`src/sv/sws_pkg.sv`:
```
package sws_pkg;

  localparam int MAX_SAMPLES = 1024;
  localparam int IDX_W = $clog2(MAX_SAMPLES);
  localparam int CNT_W = IDX_W + 1;
  localparam int VAL_W = 32;
  localparam int SUM_W = VAL_W + IDX_W;
  localparam int SQ_W = 2 * VAL_W;
  localparam int SQSUM_W = SQ_W + IDX_W;
  localparam int DIV_W = SQSUM_W;
  localparam int DIV_CNT_W = $clog2(DIV_W);
  localparam int ROOT_W = SQ_W / 2;
  localparam int ROOT_CNT_W = $clog2(ROOT_W);
  localparam int CFG_IDX_W = 8;
  localparam int CFG_DATA_W = 32;

  localparam logic [CFG_IDX_W-1:0] REG_WINDOW = CFG_IDX_W'(0);
  localparam logic [CFG_IDX_W-1:0] REG_INTERVAL = CFG_IDX_W'(1);
  localparam logic [31:0] WINDOW_RESET = 32'd5000000;

  typedef enum logic [3:0] {
    S_IDLE, S_APPEND, S_EV_RD, S_EV_CHK, S_P1, S_MEAN_GO, S_MEAN_WAIT,
    S_P2, S_VAR_GO, S_VAR_WAIT, S_SQRT, S_DONE
  } state_t;

  typedef struct packed {
    logic               done;
    logic [DIV_W-1:0]   quo;
    logic [CNT_W-1:0]   rem;
  } div_res_t;

endpackage

```
`src/sv/sws_div.sv`:
```
module sws_div (
  input  logic                     clk,
  input  logic                     rst,
  input  logic                     start,
  input  logic [sws_pkg::DIV_W-1:0] dividend,
  input  logic [sws_pkg::CNT_W-1:0] divisor,
  output sws_pkg::div_res_t        res
);
  import sws_pkg::*;

  logic                 busy;
  logic [DIV_CNT_W-1:0] cnt;
  logic [DIV_W-1:0]     quo;
  logic [CNT_W-1:0]     rem;
  logic [CNT_W-1:0]     dsr;
  logic                 done;
  logic [CNT_W:0]       shifted;
  logic                 fits;

  // restoring division, one quotient bit a cycle
  assign shifted = {rem, quo[DIV_W-1]};
  assign fits = shifted >= {1'b0, dsr};

  always_ff @(posedge clk) begin
    if (rst) begin
      busy <= 1'b0;
      done <= 1'b0;
      cnt <= '0;
    end else begin
      done <= 1'b0;
      if (start) begin
        busy <= 1'b1;
        cnt <= '0;
      end else if (busy) begin
        cnt <= cnt + 1'b1;
        if (cnt == DIV_CNT_W'(DIV_W - 1)) begin
          busy <= 1'b0;
          done <= 1'b1;
        end
      end
    end
  end

  always_ff @(posedge clk) begin
    if (start) begin
      quo <= dividend;
      rem <= '0;
      dsr <= divisor;
    end else if (busy) begin
      if (fits) begin
        rem <= CNT_W'(shifted - {1'b0, dsr});
        quo <= {quo[DIV_W-2:0], 1'b1};
      end else begin
        rem <= shifted[CNT_W-1:0];
        quo <= {quo[DIV_W-2:0], 1'b0};
      end
    end
  end

  assign res.done = done;
  assign res.quo = quo;
  assign res.rem = rem;
endmodule

```
`config.mk`:
```
export PLATFORM = sky130hd
export DESIGN_NAME = sws_div
export DESIGN_NICKNAME = d
export VERILOG_FILES = /design/src/sv/sws_pkg.sv /design/src/sv/sws_div.sv
export SDC_FILE = /design/constraint.sdc
export NUM_CORES = 1
export LEC_CHECK = 0
export BUFFER_PORTS_ARGS = -buffer_cell sky130_fd_sc_hd__buf_2
export CORE_MARGIN = 8
export CORE_UTILIZATION = 47
export DETAILED_ROUTE_END_ITERATION = 12
export GPL_TIMING_DRIVEN = 0
export PLACE_DENSITY = 0.76
export SYNTH_ARGS = -nofsm -noshare
export SYNTH_HDL_FRONTEND = slang
export SYNTH_SLANG_ARGS = --single-unit
```
`constraint.sdc`:
```
create_clock -name clk -period 3.78 [get_ports clk]
set_input_delay 0.189 -clock clk [delete_from_list [all_inputs] [get_ports clk]]
set_output_delay 0.189 -clock clk [all_outputs]
set_load 0.05 [all_outputs]
```
==> metrics.md, run 1 <==
| Metric | Value |
|---|---|
| Skew-Pair Late Insertion Delay | 0.36 ns |
| Final-report hold violation count | 0 |
| DRC Markers | 0 |
| 1st-pass router iterations | 4 |
| Wirelength, routed | 12.2 mm |
| Worst-Margin Slew | 0.585 ns |
| DRT iter0 DRCs | 147 |
| RSZ-0062 raised after global routing | no |
| Main synth FF type | edfxtp_1 |
| Worst relative slew slack | 61.0% |
| Final Max Tran Viols | 0 |
| Core Area | 10,300 um2 |
| Hold WC Path Type | in -> reg |
| WHS Path Cells | 2 |
| Post-synth net total | 450 |
| GRT Residual Overflow | 0 |
| Rows | 37 |
| Routed length per placed instance | 17.8 um |
| Fin util | 61.4% |
| Fin crit share | 69.2% |
| First-pass GRT wire length | 19.1 mm |
| Yosys warns | 0 |
| Max-Cap Viols | 0 |
| Synth Instances | 348 |
| Post-CTS setup buffers | 0 |
| Pin count of the biggest net entering global routing | 75 |
| TritonCTS clock tree | yes |
| Layout area overhead | 27.8% |
| Clock skew | 0.0103 ns |
| Vias | 3,541 |
| Worst vdd ir | 0.292 mV |
| Clock Sinks | 105 |
| Endpoints failing setup | 0 |
| Final Power | 2.99 mW |
| Critical Path RT | 4.01 ns |
| Worst setup path class | reg -> reg |
| Hpwl dp | 9.45 mm |
| Cts bufs inserted | 9 |
| Status | finished, final reports clean |
| PortBufs | 173 |
| Synth Area per Inst | 14.2 um2 |
| Slack of the worst reg-to-reg path | 1.16 ns |
| Cell count after placement | 658 |
| Die height | 118 um |
| Ys async rst share | 0% |
| HP Start | dividend[73] |
| Gpl congestion | 0.844 |
| Fillcell total | 840 |
| Final ANT Viol Nets | 0 |
| Critical Path End Type | flop |
| Leak Pwr | 2.63 nW |
| Layout cells sized above 1 | 49.8% |
| Die outline width | 118 um |
| Synth area leader | edfxtp_1 |
| Hold Crit Endpoint | quo[73] |
| Clock Pin Slew Worst Setup and Hold Paths | 0.10 ns |
| Vias in the first global route | 3,761 |
| Mapped cell area | 4930 um2 |
| Fin Hold WS | 0.120 ns |
| Clk buf depth | 2 |
| Synth cell types | 50 |
| Vias per inst | 5.16 |
| Worst EP arrival | 2.85 ns |
| CTS H-tree depth | 3 |
| R2R depth | 10 |
| Io pins | 174 |
| CP startpoint kind | flop |
| CP Max Fanout | 10 |
| Synth top area cells | edfxtp_1 52%, mux2_2 17%, dfxtp_1 8.1%, ha_1 3.3%, nor2_1 1.4% |
| Reg2Reg Launch Point | quo[73] |
| Commonest non-fill, non-tap cell in the layout | buf_2 |
| Final net count | 647 |
| R2R Path End | rem[8] |
| Setup TNS | 0 ns |
| Fmax | 382 MHz |
| #FFs+latches synth | 105 |
| CTS Hold Bufs | 12 |
| Antenna Cells | 0 |
| Sequential element share of the synthesized area | 59.9% |
| Post-synth EDFFs | 85 |
| Final worst path period need | 2.62 ns |
| Post-Layout Cell Count | 686 |
| CTS-repair resized insts | 0 |
| Starting Density | 48.0% |
| Synth top area share | 51.7% |
| Cell Pwr Density | 474 nW/um2 |
| Gr usage total | 17.1% |
| Die area | 14,000 um2 |
| Commonest cells after routing, fill and taps aside | 174 x buf_2, 85 x edfxtp_1, 74 x mux2_2 |
| Root Buffer | clkbuf_8 |
| Antenna violations before repair | 0 |
[cell families (layout without fill, tap and decap cells)]
kind of cell	count (synthesis)	in the layout	share of synthesized area (%)
compound gates	47	47	7.13
xor+xnor	9	9	1.60
fa+ha+maj	14	14	3.70
buf+inv	34	236	2.92
flops	105	105	59.9
mux	79	79	17.9
simple gates	60	60	6.90
[layout make-up]
type                            count  area [um2]  share of cell area [%]
Inverter                           17        63.8                    1.01
Timing Repair Buffer              186        1010                    16.1
Clock buffer                       12         156                    2.48
Clock inverter                      4        26.3                   0.417
Buffer                             17        80.1                    1.27
Multi-Input combinational cell    209        1840                    29.2
Sequential cell                   105        2950                    46.8
Tap cell                          136         170                    2.70
[report_power, final]
| group | internal (mW) | switching (mW) |
|---|---|---|
| clock | 0.281 | 0.386 |
| sequential | 1.38 | 0.0629 |
| combinational | 0.282 | 0.596 |
| total | 1.95 | 1.04 |
[critical path: stages, from the launching register on]
cell      delay [ns]
edfxtp_1        0.42
inv_1           0.06
ha_1            0.22
fa_1            0.42
nor2b_1         0.18
o31a_1          0.21
o21ai_2         0.15
o21ai_4         0.31
buf_8           0.18
mux2i_1         0.24
a211oi_2        0.10
[registers in the layout, summed over array words and instances, names as in the netlist]
register / count
busy: 1
dsr: 11
cnt: 7
rem: 11
quo: 74
done: 1
[cells in the mapped netlist (all sizes together), types with 4 or more instances]
| cell type | n |
|---|---|
| a211oi | 8 |
| a21oi | 10 |
| buf | 7 |
| clkbuf | 10 |
| dfxtp | 20 |
| edfxtp | 85 |
| ha | 13 |
| inv | 17 |
| mux2 | 74 |
| mux2i | 5 |
| nand2 | 11 |
| nand2b | 4 |
| nand3 | 4 |
| nor2 | 19 |
| o21ai | 11 |
| xnor2 | 6 |
[layer usage]
layer,part of all wire (%),up-vias,track usage (%)
li1,-,1702,-
met1,38,1713,18.0
met2,51,114,30.0
met3,9.3,12,7.19
met4,1.4,0,6.40
met5,0,-,0
[how the worst max path moves through the flow]
| stage | start | end | cells past startpoint |
|---|---|---|---|
| 5_1_grt | quo[73] | rem[8] | 10 |
| 3_5_place_dp | quo[73] | rem[8] | 10 |
| 3_3_place_gp | start | quo[17] | 5 |
| 2_1_floorplan | start | quo[0] | 4 |
| 4_1_cts | quo[73] | rem[8] | 10 |
| 6_report | quo[73] | rem[8] | 10 |
[through the flow]
step	worst slack [ns]	area [um2]
finish	1.16	6310
floorplan	0.975	4930
CTS	1.16	6310
detailed placement	1.18	6000
global placement	-0.393	5970
global route	1.04	6310
No activity file was read; power rests on OpenSTA's default activity.
==> run 2: changes to the inputs <==
--- a/config.mk
+++ b/config.mk
@@ -5,12 +5,13 @@
 export SDC_FILE = /design/constraint.sdc
 export NUM_CORES = 1
 export LEC_CHECK = 0
+export ABC_AREA = 1
 export BUFFER_PORTS_ARGS = -buffer_cell sky130_fd_sc_hd__buf_2
 export CORE_MARGIN = 8
-export CORE_UTILIZATION = 47
+export CORE_UTILIZATION = 46
 export DETAILED_ROUTE_END_ITERATION = 12
 export GPL_TIMING_DRIVEN = 0
-export PLACE_DENSITY = 0.76
+export PLACE_DENSITY = 0.77
 export SYNTH_ARGS = -nofsm -noshare
 export SYNTH_HDL_FRONTEND = slang
 export SYNTH_SLANG_ARGS = --single-unit
==> constraint.sdc (replaced) <==
create_clock -name clk -period 2.1 [get_ports clk]
set_input_delay 0.105 -clock clk [delete_from_list [all_inputs] [get_ports clk]]
set_output_delay 0.105 -clock clk [all_outputs]
set_load 0.05 [all_outputs]
==> metrics.md, run 2 <==
| Metric | Value |
|---|---|
| TritonCTS clock tree | yes |
| Starting Density | 47.4% (-0.58 points) |
| Worst relative slew slack | 49.8% (-11 points) |
| Crit-path slowest cell | edfxtp_1 |
| Fillcell total | 928 (+10%) |
| Mapped cell area | 5190 um2 (+5.1%) |
| Post-synth net total | 696 (+55%) |
| Synth Area per Inst | 8.73 um2 (-38%) |
| Gate power share | 22.3% (-7.0 points) |
| Critical Path RT | 2.34 ns (-1.67 ns) |
| Endpoints failing setup | 0 (unchanged) |
| Worst setup path class | reg -> reg |
| Final ANT Viol Nets | 0 (unchanged) |
| Skew-Pair Late Insertion Delay | 0.35 ns (about the same) |
| Clock skew | 0.00914 ns (-0.00118 ns) |
| Seq pwr share | 47.3% (-1.1 points) |
| Synth cell types | 33 (-34%) |
| Finished Cell Area | 6700 um2 (+6.2%) |
| Routed length per placed instance | 15.6 um (-13%) |
| Layout area overhead | 29.1% |
| Commonest non-fill, non-tap cell in the layout | nand2_1 |
| Yosys warns | 0 (unchanged) |
| Main synth FF type | edfxtp_1 |
| Switching Share | 33.5% (-1.4 points) |
| RSZ-0062 raised after global routing | no |
| Psw | 1.81 mW (+74%) |
| Synth area leader | edfxtp_1 |
| Final-report hold violation count | 0 (unchanged) |
| Worst-Margin Slew | 0.748 ns (+0.164 ns) |
| Status | finished, final reports clean |
| Vias per inst | 4.88 (-5.4%) |
| CTS H-tree depth | 3 (unchanged) |
| Worst path max stage delay | 0.43 ns (about the same) |
| Vias in the first global route | 4,772 (+27%) |
| Synth Instances | 594 (+71%) |
| Die height | 122 um (+3.1%) |
| Clock Sinks | 105 (unchanged) |
| Io pins | 174 (unchanged) |
| Sequential element share of the synthesized area | 56.9% (-2.9 points) |
| Worst setup margin | 0.121 ns (-1.04 ns) |
| Final net count | 896 (+38%) |
| Fmax | 505 MHz (+32%) |
| Vias | 4,588 (+30%) |
| Leak Pwr | 3.41 nW (+30%) |
| Ys async rst share | 0% (unchanged) |
| Worst vdd ir | 0.875 mV (+200%) |
| Final worst path period need | 1.98 ns (-0.636 ns) |
| Final Max Tran Viols | 0 (unchanged) |
| Worst slack, placed | -0.00540 ns (-1.18 ns) |
| Fin crit share | 94.2% (+25 points) |
| WHS Path Cells | 3 (+1) |
| Commonest cells after routing, fill and taps aside | 294 x nand2_1, 179 x buf_2, 85 x edfxtp_1 |
| Biggest regs | quo (74), dsr (11), rem (11) |
| Hpwl dp | 11.1 mm (+18%) |
| Core Area | 10,900 um2 (+6.4%) |
| Antenna violations before repair | 1 (+1) |
| Gpl congestion | 0.914 (+8.3%) |
| Root Buffer | clkbuf_16 |
| GRT Residual Overflow | 0 (unchanged) |
| DRC Markers | 0 (unchanged) |
| 1st-pass router iterations | 4 (unchanged) |
| Layout cells sized above 1 | 29.0% (-21 points) |
| First-pass GRT wire length | 22.8 mm (+19%) |
| Most common cell in the netlist | nand2_1 |
| #FFs+latches synth | 105 (unchanged) |
| CP Max Fanout | 10 (unchanged) |
| Wirelength, routed | 14.6 mm (+20%) |
| Cell chain of the critical path | ha_2 > fa_2 > inv_2 > nand3_1 > nand3_2 > nand2_2 > nand4_4 > buf_12 > nand3_2 > nand3_1 > nand2_1 |
| Synth cell count leaders | 294 x nand2_1, 85 x edfxtp_1, 54 x inv_1, 26 x nand3_1, 20 x dfxtp_1 |
| DRT iter0 DRCs | 228 (+55%) |
| Pin count of the biggest net entering global routing | 44 (-41%) |
| Post-synth EDFFs | 85 (unchanged) |
| Rows | 38 (+2.7%) |
| Max FFs per register | 74 (unchanged) |
| R2R depth | 11 (+1) |
| Fin util | 61.2% (-0.14 points) |
| Gr usage total | 19.6% (+2.5 points) |
| PortBufs | 173 (unchanged) |
| Setup TNS | 0 ns (unchanged) |
| Die outline width | 122 um (+3.1%) |
| Synth top area share | 49.2% (-2.5 points) |
| Max-Cap Viols | 0 (unchanged) |
| Largest Register | quo |
| Dpl cell area | 6260 um2 (+4.3%) |
| Synth top area cells | edfxtp_1 49%, nand2_1 21%, dfxtp_1 7.7%, inv_1 3.9%, ha_1 3.1% |
| Cell Pwr Density | 809 nW/um2 (+70%) |
| Clk buf depth | 2 (unchanged) |
| Cts bufs inserted | 9 (unchanged) |
| Die area | 14,900 um2 (+6.4%) |
| Hold WC Path Type | in -> reg |
| Clock power share | 30.4% (+8.1 points) |
| CP startpoint kind | flop |
| P_int | 3.60 mW (+85%) |
| Worst EP arrival | 2.22 ns (-0.63 ns) |
| Clock Pin Slew Worst Setup and Hold Paths | 0.08 ns (-0.02 ns) |
| Critical Path End Type | flop |
==> run 2: cell count changes after synthesis, moves of 10 or more <==
cell / delta
nand2_2: +10
inv_1: +37
nand4_1: +11
mux2_2: -74
nand3_1: +23
nand2_1: +283
==> run 2: cells by family after synthesis <==
group	count (synthesis)	share of synthesized area (%)
flops	105	56.9
fa+ha+maj	14	3.52
xor+xnor	3	0.507
compound gates	9	1.04
buf+inv	81	6.68
simple gates	382	31.3
==> run 2: final timing paths <==
kind	slack [ns]	from	to
worst max-delay path	0.12	dsr[0]	rem[7]
worst max register to register	0.12	dsr[0]	rem[7]
worst min register to register	0.49	rem[2]	rem[2]
worst min-delay path	0.02	dividend[36]	quo[36]
==> run 2: per-stage QoR <==
stage	power, mW	cells	hold WS (ns)
5_1_grt	5.63	940	0.0101
2_1_floorplan	3.44	594	0.204
4_1_cts	5.46	936	0.000458
6_report	5.42	940	0.0151
3_5_place_dp	3.80	908	0.283
3_3_place_gp	3.77	907	0.283
==> run 2: cell type report <==
type / count / area (um2) / share of cell area, %
buffer: 25 / 136 / 2.04
sequential: 105 / 2950 / 44.1
multi-input combinational: 408 / 1900 / 28.4
clock buffer: 10 / 229 / 3.42
inverter: 56 / 214 / 3.20
timing repair buffer: 188 / 1020 / 15.2
tap: 140 / 175 / 2.62
timing repair inverter: 1 / 5.00 / 0.0747
antenna: 1 / 2.50 / 0.0374
clock inverter: 6 / 61.3 / 0.916
==> run 2: power groups by stage <==
| stage | clock network [mW] | registers (mW) | logic [mW] |
|---|---|---|---|
| finish | 1.64 | 2.56 | 1.21 |
| global route | 1.75 | 2.58 | 1.30 |
| CTS | 1.68 | 2.56 | 1.21 |
| detailed placement | 0 | 2.60 | 1.19 |
| global placement | 0 | 2.60 | 1.17 |
| floorplan | 0 | 3.12 | 0.317 |
==> run 2: what timing repair did <==
action | CTS | global route
setup buffers | 0 | 2
setup endpoints to repair | 0 | 5
hold buffers | 12 | 0
resized for setup | 0 | 1
endpoints found under the hold margin | 12 | 0
==> run 2: critical path, delay by kind of cell, from the launching register on <==
kind | cells | cell delay [ns]
buffers and inverters | 2 | 0.22
DFF | 1 | 0.43
adders and majority gates | 2 | 0.58
and+or+nand+nor | 7 | 0.62
==> run 2: per-layer routing <==
layer / vias up / part of all wire (%) / routed length, um / GRT usage, %
li1: 2304 / - / - / -
met1: 2099 / 38 / 5570 / 20.6
met2: 164 / 49 / 7230 / 33.2
met3: 21 / 10 / 1530 / 9.67
met4: 0 / 2.0 / 291 / 7.46
met5: - / 0 / 0 / 0
